[src/hw/rtl/itoa_pkg.sv]
// Shared constants and helpers for the integer to ASCII digits block.
// Used by itoa_div and integer_to_ascii_digits; depends on nothing.
package itoa_pkg;

  localparam int VALUE_BITS_DEF = 32;
  localparam int RADIX_W = 6;
  localparam int CHAR_W = 7;

  localparam logic [RADIX_W-1:0] RADIX_MIN = 6'd2;
  localparam logic [RADIX_W-1:0] RADIX_MAX = 6'd36;
  localparam logic [RADIX_W-1:0] RADIX_DECIMAL = 6'd10;
  localparam logic [RADIX_W-1:0] RADIX_RESET = 6'd10;
  localparam logic [RADIX_W-1:0] LARGEST_DECIMAL_DIGIT = 6'd9;

  localparam logic [CHAR_W-1:0] CHAR_ZERO = 7'd48;
  localparam logic [CHAR_W-1:0] CHAR_LOWER_A = 7'd97;
  localparam logic [CHAR_W-1:0] CHAR_MINUS = 7'd45;

  localparam logic REG_RADIX = 1'b0;

  function automatic logic [RADIX_W-1:0] clamp_radix(input logic [RADIX_W-1:0] r);
    logic [RADIX_W-1:0] res;
    res = r;
    if (r < RADIX_MIN) begin
      res = RADIX_MIN;
    end else if (r > RADIX_MAX) begin
      res = RADIX_MAX;
    end
    return res;
  endfunction

  function automatic logic [CHAR_W-1:0] digit_char(input logic [RADIX_W-1:0] d);
    logic [CHAR_W-1:0] c;
    if (d > LARGEST_DECIMAL_DIGIT) begin
      c = CHAR_LOWER_A + CHAR_W'(d - RADIX_DECIMAL);
    end else begin
      c = CHAR_ZERO + CHAR_W'(d);
    end
    return c;
  endfunction

endpackage

[src/hw/rtl/itoa_div.sv]
// Bit-serial restoring divider of a word by a radix of up to 36.
// Depends on itoa_pkg for the radix width.
module itoa_div #(
  parameter int W = itoa_pkg::VALUE_BITS_DEF
) (
  input  logic                         clk,
  input  logic                         rst,
  input  logic                         start,
  input  logic [W-1:0]                 dividend,
  input  logic [itoa_pkg::RADIX_W-1:0] divisor,
  output logic                         done,
  output logic [W-1:0]                 quotient,
  output logic [itoa_pkg::RADIX_W-1:0] remainder
);

  localparam int SW = (W > 1) ? $clog2(W) : 1;

  logic                         busy;
  logic [SW-1:0]                step;
  logic [W-1:0]                 work;
  logic [itoa_pkg::RADIX_W-1:0] rem;

  logic [itoa_pkg::RADIX_W:0]   trial;
  logic [itoa_pkg::RADIX_W:0]   trial_sub;
  logic                         fits;
  logic [itoa_pkg::RADIX_W-1:0] rem_next;

  always_comb begin
    trial = {rem, work[W-1]};
    fits = trial >= {1'b0, divisor};
    trial_sub = trial - {1'b0, divisor};
    rem_next = fits ? trial_sub[itoa_pkg::RADIX_W-1:0] : trial[itoa_pkg::RADIX_W-1:0];
  end

  always_ff @(posedge clk) begin
    if (rst) begin
      busy <= 1'b0;
      done <= 1'b0;
      step <= '0;
    end else begin
      done <= 1'b0;
      if (start) begin
        busy <= 1'b1;
        step <= SW'(W - 1);
      end else if (busy) begin
        if (step == '0) begin
          busy <= 1'b0;
          done <= 1'b1;
        end else begin
          step <= step - 1'b1;
        end
      end
    end
  end

  always_ff @(posedge clk) begin
    if (start) begin
      work <= dividend;
      rem <= '0;
    end else if (busy) begin
      work <= {work[W-2:0], fits};
      rem <= rem_next;
    end
  end

  assign quotient = work;
  assign remainder = rem;

endmodule

[src/hw/rtl/integer_to_ascii_digits.sv]
// Top level of the integer to ASCII digits converter.
// Depends on itoa_pkg and the serial divider itoa_div.
//
// One word at a time is converted. After a word is taken, a non-zero value
// is divided digit by digit in the shared serial divider, one bit of the
// quotient per cycle, while zero needs no division at all. A finishing
// state closes the conversion; a leading minus and then each digit, read
// and loaded from the digit store, are each held until the output takes it.
// Input is stalled from the moment a word is taken until its last character
// has been delivered. The radix register at byte address 0 reads back the
// six bits written; values below 2 convert as base 2, above 36 as base 36.
module integer_to_ascii_digits #(
  parameter int VALUE_BITS = itoa_pkg::VALUE_BITS_DEF
) (
  input  logic                          clk,
  input  logic                          rst,
  input  logic                          psel,
  input  logic                          penable,
  input  logic                          pwrite,
  input  logic [2:0]                    paddr,
  input  logic [31:0]                   pwdata,
  output logic [31:0]                   prdata,
  output logic                          pready,
  input  logic                          in_valid,
  output logic                          in_stall,
  input  logic signed [VALUE_BITS-1:0]  value,
  output logic                          out_valid,
  input  logic                          out_stall,
  output logic [itoa_pkg::CHAR_W-1:0]   character,
  output logic                          last
);

  localparam int IW = (VALUE_BITS > 1) ? $clog2(VALUE_BITS) : 1;
  localparam int CW = $clog2(VALUE_BITS + 1);

  localparam logic [2:0] ST_IDLE   = 3'd0;
  localparam logic [2:0] ST_DSTART = 3'd1;
  localparam logic [2:0] ST_DWAIT  = 3'd2;
  localparam logic [2:0] ST_FIN    = 3'd3;
  localparam logic [2:0] ST_READ   = 3'd4;
  localparam logic [2:0] ST_LOAD   = 3'd5;
  localparam logic [2:0] ST_OWAIT  = 3'd6;

  logic [2:0]                   state;
  logic [itoa_pkg::RADIX_W-1:0] radix;
  logic [itoa_pkg::RADIX_W-1:0] eff_radix;
  logic [CW-1:0]                digit_count;
  logic                         is_negative;
  logic [VALUE_BITS-1:0]        remaining_magnitude;

  logic [itoa_pkg::RADIX_W-1:0] digit_store [VALUE_BITS];
  logic [itoa_pkg::RADIX_W-1:0] rd_data;

  logic                         cfg_write;
  logic                         in_accept;
  logic                         out_accept;
  logic [VALUE_BITS-1:0]        word;
  logic [itoa_pkg::RADIX_W-1:0] start_radix;
  logic                         start_negative;
  logic [VALUE_BITS-1:0]        start_magnitude;
  logic [CW-1:0]                count_m1;
  logic [CW-1:0]                count_p1;

  logic                         div_start;
  logic                         div_done;
  logic [VALUE_BITS-1:0]        div_quotient;
  logic [itoa_pkg::RADIX_W-1:0] div_rem;

  logic                         mem_we;
  logic [IW-1:0]                mem_waddr;
  logic [itoa_pkg::RADIX_W-1:0] mem_wdata;

  assign pready = 1'b1;
  assign prdata = {{(32 - itoa_pkg::RADIX_W){1'b0}}, radix};
  assign cfg_write = psel && penable && pwrite && (paddr[2] == itoa_pkg::REG_RADIX);

  always_ff @(posedge clk) begin
    if (rst) begin
      radix <= itoa_pkg::RADIX_RESET;
    end else if (cfg_write) begin
      radix <= pwdata[itoa_pkg::RADIX_W-1:0];
    end
  end

  assign in_stall = (state != ST_IDLE);
  assign in_accept = in_valid && !in_stall;
  assign out_accept = out_valid && !out_stall;

  always_comb begin
    word = value;
    start_radix = itoa_pkg::clamp_radix(radix);
    start_negative = (start_radix == itoa_pkg::RADIX_DECIMAL) && word[VALUE_BITS-1];
    start_magnitude = start_negative ? (~word + 1'b1) : word;
    count_m1 = digit_count - 1'b1;
    count_p1 = digit_count + 1'b1;
  end

  assign div_start = (state == ST_DSTART);

  itoa_div #(
    .W(VALUE_BITS)
  ) u_div (
    .clk      (clk),
    .rst      (rst),
    .start    (div_start),
    .dividend (remaining_magnitude),
    .divisor  (eff_radix),
    .done     (div_done),
    .quotient (div_quotient),
    .remainder(div_rem)
  );

  always_comb begin
    mem_we = 1'b0;
    mem_waddr = digit_count[IW-1:0];
    mem_wdata = div_rem;
    if (in_accept && (start_magnitude == '0)) begin
      mem_we = 1'b1;
      mem_waddr = '0;
      mem_wdata = '0;
    end else if ((state == ST_DWAIT) && div_done) begin
      mem_we = 1'b1;
    end
  end

  always_ff @(posedge clk) begin
    if (mem_we) begin
      digit_store[mem_waddr] <= mem_wdata;
    end
    rd_data <= digit_store[count_m1[IW-1:0]];
  end

  always_ff @(posedge clk) begin
    if (rst) begin
      state <= ST_IDLE;
      digit_count <= '0;
      is_negative <= 1'b0;
      remaining_magnitude <= '0;
      eff_radix <= itoa_pkg::RADIX_DECIMAL;
      out_valid <= 1'b0;
    end else begin
      unique case (state)
        ST_IDLE: begin
          if (in_accept) begin
            eff_radix <= start_radix;
            is_negative <= start_negative;
            remaining_magnitude <= start_magnitude;
            if (start_magnitude == '0) begin
              digit_count <= CW'(1);
              state <= ST_FIN;
            end else begin
              digit_count <= '0;
              state <= ST_DSTART;
            end
          end
        end
        ST_DSTART: begin
          state <= ST_DWAIT;
        end
        ST_DWAIT: begin
          if (div_done) begin
            digit_count <= count_p1;
            remaining_magnitude <= div_quotient;
            if ((div_quotient == '0) || (count_p1 == CW'(VALUE_BITS))) begin
              state <= ST_FIN;
            end else begin
              state <= ST_DSTART;
            end
          end
        end
        ST_FIN: begin
          if (is_negative) begin
            out_valid <= 1'b1;
            state <= ST_OWAIT;
          end else begin
            state <= ST_READ;
          end
        end
        ST_READ: begin
          state <= ST_LOAD;
        end
        ST_LOAD: begin
          digit_count <= count_m1;
          out_valid <= 1'b1;
          state <= ST_OWAIT;
        end
        ST_OWAIT: begin
          if (out_accept) begin
            out_valid <= 1'b0;
            state <= last ? ST_IDLE : ST_READ;
          end
        end
        default: begin
          state <= ST_IDLE;
        end
      endcase
    end
  end

  always_ff @(posedge clk) begin
    if ((state == ST_FIN) && is_negative) begin
      character <= itoa_pkg::CHAR_MINUS;
      last <= 1'b0;
    end else if (state == ST_LOAD) begin
      character <= itoa_pkg::digit_char(rd_data);
      last <= (digit_count == CW'(1));
    end
  end

  a_out_only_in_wait: assert property (@(posedge clk) disable iff (rst)
    out_valid |-> (state == ST_OWAIT))
    else $error("result word shown outside the output wait state");

  a_no_accept_while_busy: assert property (@(posedge clk) disable iff (rst)
    in_accept |-> !out_valid && (digit_count <= CW'(VALUE_BITS)))
    else $error("input word taken while a result is pending");

  a_done_only_when_waiting: assert property (@(posedge clk) disable iff (rst)
    div_done |-> (state == ST_DWAIT))
    else $error("divider finished outside the division wait state");

  a_count_bounded: assert property (@(posedge clk) disable iff (rst)
    digit_count <= CW'(VALUE_BITS))
    else $error("digit count exceeds the word width");

  a_load_has_digits: assert property (@(posedge clk) disable iff (rst)
    (state == ST_LOAD) |-> (digit_count != '0))
    else $error("character loaded with no digit left");

endmodule
[config.mk]
export PLATFORM = sky130hd
export DESIGN_NAME = integer_to_ascii_digits
export DESIGN_NICKNAME = d
export VERILOG_FILES = /design/src/hw/rtl/itoa_pkg.sv /design/src/hw/rtl/itoa_div.sv /design/src/hw/rtl/integer_to_ascii_digits.sv
export SDC_FILE = /design/constraint.sdc
export NUM_CORES = 1
export LEC_CHECK = 0
export BUFFER_PORTS_ARGS = -buffer_cell sky130_fd_sc_hd__buf_2
export CAP_MARGIN = 5
export CORE_MARGIN = 2
export CORE_UTILIZATION = 45
export DETAILED_ROUTE_END_ITERATION = 12
export PLACE_DENSITY_LB_ADDON = 0.08
export SLEW_MARGIN = 25
export SYNTH_ARGS = -nofsm -noshare
export SYNTH_HDL_FRONTEND = slang
export SYNTH_SLANG_ARGS = --single-unit
[constraint.sdc]
create_clock -name clk -period 4.6 [get_ports clk]
set_clock_uncertainty 0.15 [all_clocks]
set_input_delay 0.46 -clock clk [delete_from_list [all_inputs] [get_ports clk]]
set_output_delay 0.46 -clock clk [all_outputs]
set_load 0.02 [all_outputs]
# [After elaboration in Yosys (flattened, before gate mapping)]
# Memory sizes are Yosys's and may differ from the RTL's. A register that Yosys moved wholly into a read port is not among the register bits.
# Index checks and enable logic that the tools add are counted.
[totals] inputBits=74 latch_bits=0 wordCells=110 n_memories=1 register_bits=108 mem_bits_ro=0 ram_bits=192
[mem_list] name="digit_store" depth=32 width=6 read_ports=1 rd_ports_with_merged_regs=1 wr=1 line_no="integer_to_ascii_digits.sv:51" text="logic [itoa_pkg::RADIX_W-1:0] digit_store [VALUE_BITS];"
[op_classes] n_mul=0 n_addsub=8 order_cmp=4 n_shift=0 n_eq_ne=14 muxes=38 n_reduce_logical=28 div_mod_pow=0 bitwise_logic=3
[ops] cell="$mux 32" count=5
[ops] cell="$logic_not 32->1" count=2
[ops] cell="$pmux 32 s2" count=1
[ops] cell="$mux 6" count=6
[ops] cell="$add 32x1->32 const B" count=1
[ops] cell="$not 32->32" count=1
[ops] cell="$pmux 3 s7" count=1
[ops] cell="$mux 5" count=4
[ops] cell="$pmux 6 s3" count=1
[ops] cell="$mux 3" count=4
[ops] cell="$reduce_and 3->1" count=4
[ops] cell="$mux 1" count=11
[ops] cell="$eq 3x3->1 const B" count=3
[ops] cell="$logic_and 1x1->1" count=9
[ops] cell="$reduce_bool 3->1" count=3
[ops] cell="$ne 2x2->1 const B" count=4
[ops] cell="$add 6x6->7 const A" count=1
[ops] cell="$add 7x7->7 const A" count=1
[ops] cell="$ge 7x6->1" count=1
[ops] cell="$mux 7" count=1
[ops] cell="$sub 6x4->7 const B" count=1
[ops] cell="$add 6x1->6 const B" count=1
[ops] cell="$eq 3x2->1 const B" count=2
[ops] cell="$eq 6x1->1 const B" count=1
[ops] cell="other kinds (20)" count=26

# [Logic depth before layout (Yosys ltp)]
[logic_depth] depth_word=11 ltp_mapped=11 depth_no_buf=9

# [Modules after synthesis]
# Synthesis repeated with hierarchy kept, for this count alone.
[hier_totals] hier_cells=1155 area_unflattened_um2=14512.7
[by_module_without_submodules] module="integer_to_ascii_digits" seq_area_each_um2=7146.9 cells_each=980 area_per_inst_um2=12283.0 n_inst=1
[by_module_without_submodules] module="itoa_div" seq_area_each_um2=1221.2 cells_each=175 area_per_inst_um2=2229.6 n_inst=1

# [Least setup slack after synthesis]
# Ideal clock, no wire load.
[synth_timing] kind="input-to-reg" from="input value[5]" to="memory digit_store[0][0] (netlist name) (data pin)" setup_ns=0.377 setup_slack_ns=0.685 required_ns=4.073 path_buffers=3 t_arrival_ns=3.388 cell_stages=10 path_cell_list="buf_2 or4_4 nor4b_4 buf_2 nand4_1 a31oi_1 nor3b_1 and4b_1 buf_4 a21oi_1"
[synth_between] elab_chain_len=6
[synth_rtl] item="start: declaration" line_no="integer_to_ascii_digits.sv:26" text="input logic signed [VALUE_BITS-1:0] value,"
[synth_rtl] item="$not 32->32" line_no="integer_to_ascii_digits.sv:93" text="start_magnitude = start_negative ? (~word + 1'b1) : word;"
[synth_rtl] item="$add 32x1->32" line_no="integer_to_ascii_digits.sv:93"
[synth_rtl] item="$mux 32 *" line_no="integer_to_ascii_digits.sv:93"
[synth_rtl] item="$logic_not 32->1 *" line_no="integer_to_ascii_digits.sv:117" text="if (in_accept && (start_magnitude == '0)) begin"
[synth_rtl] item="$logic_and 1x1->1 *" line_no="integer_to_ascii_digits.sv:117"
[synth_rtl] item="$mux 6 *" line_no="integer_to_ascii_digits.sv:117"
[synth_rtl] item="net mem_wdata, one bit" line_no="integer_to_ascii_digits.sv:71" text="logic [itoa_pkg::RADIX_W-1:0] mem_wdata;"
[synth_rtl] item="end: declaration" line_no="integer_to_ascii_digits.sv:51"
# Mark *: on every way through the listed nets, which the timed path passes. The rest lies on a longest branch.

# [Worst setup path after layout]
[layout_timing] from="register radix[0] (netlist name)" to="memory digit_store[0][5] (netlist name) (data pin)"
[layout_between] elab_chain_len=9
[layout_rtl] item="start: declaration" line_no="integer_to_ascii_digits.sv:45" text="logic [itoa_pkg::RADIX_W-1:0] radix;"
[layout_rtl] item="start signal: assignment" line_no="integer_to_ascii_digits.sv:79" text="radix <= itoa_pkg::RADIX_RESET;"
[layout_rtl] item="start signal: assignment" line_no="integer_to_ascii_digits.sv:81" text="radix <= pwdata[itoa_pkg::RADIX_W-1:0];"
[layout_rtl] item="$gt 6x6->1" line_no="itoa_pkg.sv:26" text="end else if (r > RADIX_MAX) begin"
[layout_rtl] item="$mux 6" line_no="itoa_pkg.sv:26"
[layout_rtl] item="$mux 6 *" line_no="itoa_pkg.sv:24" text="if (r < RADIX_MIN) begin"
[layout_rtl] item="$eq 6x4->1 *" line_no="integer_to_ascii_digits.sv:92" text="start_negative = (start_radix == itoa_pkg::RADIX_DECIMAL) && word[VALUE_BITS-1];"
[layout_rtl] item="$logic_and 1x1->1 *" line_no="integer_to_ascii_digits.sv:92"
[layout_rtl] item="$mux 32 *" line_no="integer_to_ascii_digits.sv:93"
[layout_rtl] item="$logic_not 32->1 *" line_no="integer_to_ascii_digits.sv:117"
[layout_rtl] item="$logic_and 1x1->1 *" line_no="integer_to_ascii_digits.sv:117"
[layout_rtl] item="$mux 6 *" line_no="integer_to_ascii_digits.sv:117"
[layout_rtl] item="net mem_wdata, one bit" line_no="integer_to_ascii_digits.sv:71"
# Marked as above.

==> impl_metrics.ini <==
[run_status]
status = finished, final reports clean

[clock_tree]
ctsHtreeMaxLevel = 2
cts-root-buf = clkbuf_16
path_clk_slew_ns = 0.06
cts_buffer_depth = 3
post_cts_buffers = 0
cts_tree = built
cts.hold.buffers_added = 0
clk_latency_ns = 0.51
cts_made_buffers = 35
cts.sinks = 306
ctsResizeCount = 0

[timing]
tightest_slew_ns = 0.9600
rsz0062_at_grt = no
period_share_pct = 84.24
holdWs_ns = 0.03548
slew_viol_final = 0
post-route-min-period_ns = 3.875
fin_tns_setup_ns = 0
setup_viol = 0
fin_ws_ns = 0.7250
fmax_ghz = 0.2581
slew_headroom_pct = 35.51
final_hold_viol_count = 0

[worst_setup_path]
cp_num_buf_inv = 2
path_max_fanout = 32
cp_slowest_stage_delay_ns = 0.77
cpMostUsedCell = buf_4
path_delay_family = simple AND/OR/NAND/NOR gates
arrival_ns = 3.94
path_cells = or4b_1 -> nor2_2 -> buf_4 -> o21ai_0 -> xor2_1 -> nor3b_1 -> and4b_1 -> a21boi_2 -> buf_4
setup.worst_path.end_class = flop
crit_path_top_delay_cell = or4b_1
worst_setup_path_start_kind = flop
cp.required_ns = 4.67
crit_type = reg -> reg

[yosys]
synthTopCellsByArea = edfxtp_1, dfxtp_1, mux4_2
async_reset_ff_share_pct = 0
synth_top_area_share_pct = 45.31
synth_largest_area_cell = edfxtp_1
ys_types = 86
synth_area_per_cell_sq_um = 11.82
synth_edf_count = 224
ys_seq_area_share_pct = 56.37
ys_ff_latch = 306
synth_flop_cell = edfxtp_1
synth_cells = 1256
ys_warn_count = 0
netlist_area_sq_um = 14850

[cells_and_area]
fill_cells = 2915
seq_area_sq_um = 8372
areaGrowthSynthToFinish_pct = 11.99
final_cell_area_sq_um = 16630
nNetsFinal = 1394
multi_input_area_sq_um = 5951
layout.cells.non_filler = 1769
layout-drive-gt1-share_pct = 18.61
diodes = 0

[route]
drc = 0
final_antenna_net_count = 0
drtIter0Drc = 775
wl_per_cell_um = 20.42
detail_route.first_pass.iterations = 5
vias_per_cell = 5.636
routed_wl_um = 36120
vias = 9970

[floorplan]
chipWidth_um = 185.6
core_sq_um = 32540
rows = 66
die_area_sq_um = 34460
ios = 117
die_y_um = 185.6
start_util_pct = 45.63

[placement]
dp.cells = 1706
post-place-ws_ns = 0.4388
gp_congestion = 0.8509
hpwl_um = 24650
portBuffers = 61
placed_area_sq_um = 15550

[power]
p_leak_nw = 5.874
pwr_density_cell_nw_per_um2 = 462.5
irDropWorstVdd_mv = 0.2652

[global_route]
grt.overflow.total = 0
grt_pass1_vias = 9528
antenna_found_initial = 1
track_usage_pct = 21.35
grt_max_degree = 59
grt_pass1_wl_um = 55960

[job]
max_cap_viol_count = 0

[min_path]
hold_path.class = in -> reg
[placed cells by master (no fill, tap or decap), types with 30 or more instances in the layout]
| cell | Yosys | final |
|---|---|---|
| inv_1 | 32 | 32 |
| mux4_2 | 60 | 60 |
| edfxtp_1 | 224 | 224 |
| clkbuf_16 | 0 | 35 |
| buf_4 | 28 | 30 |
| a211oi_1 | 34 | 34 |
| a21oi_1 | 75 | 74 |
| buf_2 | 6 | 61 |
| nand2_1 | 149 | 148 |
| nor3_1 | 34 | 32 |
| nor2_1 | 143 | 143 |
| dfxtp_1 | 82 | 81 |
[worst reg2reg max path, delay by kind of cell, from the launching register on]
family / cells / cell delay [ns]
flops: 1 / 0.36
xor+xnor: 1 / 0.29
simple gates: 4 / 1.91
buf+inv: 2 / 0.60
compound gates: 2 / 0.27
[Yosys cell counts, drive strengths merged, types with 20 or more instances]
| cell | count |
|---|---|
| edfxtp | 224 |
| nand2 | 149 |
| nor2 | 144 |
| dfxtp | 82 |
| a21oi | 75 |
| clkbuf | 65 |
| mux4 | 60 |
| buf | 45 |
| a211oi | 36 |
| nor3 | 36 |
| inv | 32 |
| xnor2 | 27 |
| nor4 | 23 |
| nand3 | 20 |
| o21ai | 20 |
[registers in the layout, indices dropped and copies added, names as in the netlist, 7 cells and up]
register             count
character                7
digit_store            192
remaining_magnitude     32
u_div.quotient          32
[worst paths after layout]
kind | from | end | slack, ns | cells after the start
setup / recovery | radix[0] | digit_store[0][5] | 0.72 | 9
hold / removal | pwdata[5] | radix[5] | 0.04 | 3
setup reg to reg | radix[0] | digit_store[0][5] | 0.72 | 9
hold reg to reg | remaining_magnitude[24] | remaining_magnitude[24] | 0.31 | 2
[per-layer routing]
metal | global-route usage, % | part of all wire (%)
met1 | 31.94 | 48
met2 | 33.33 | 46
met3 | 3.111 | 4.8
met4 | 4.220 | 1.4
met5 | 0 | 0.030
[cells by family (layout without fill, tap and decap cells)]
group / Yosys count / count (layout) / synth area share, %
AND/OR/NAND/NOR: 471 / 471 / 15.71
XOR/XNOR: 43 / 43 / 2.588
AO/OA/AOI/OAI: 197 / 197 / 8.841
other: 2 / 27 / 0.05059
flip-flops: 306 / 306 / 56.37
adder cells (fa/ha/maj): 20 / 20 / 1.719
multiplexers: 75 / 75 / 10.17
buffers and inverters: 142 / 188 / 4.551
[through the flow]
stage	power [mW]	util (%)
finish	7.690	51.10
detailed placement	5.137	47.78
floorplan	4.624	-
global placement	5.118	47.77
global route	8.063	51.10
CTS	7.768	51.07
[layout make-up]
type | count | area share, %
Clock inverter | 18 | 0.9332
Inverter | 32 | 0.7225
Sequential cell | 306 | 50.35
Timing Repair Buffer | 93 | 3.379
Tap cell | 442 | 3.326
Clock buffer | 45 | 5.494
Multi-Input combinational cell | 833 | 35.79
[where the power goes]
group,internal (mW),total [mW],switching (mW)
logic,0.571,1.54,0.967
clock network,1.53,2.62,1.09
registers,3.36,3.53,0.170
Power figures use the tool's default switching activity.
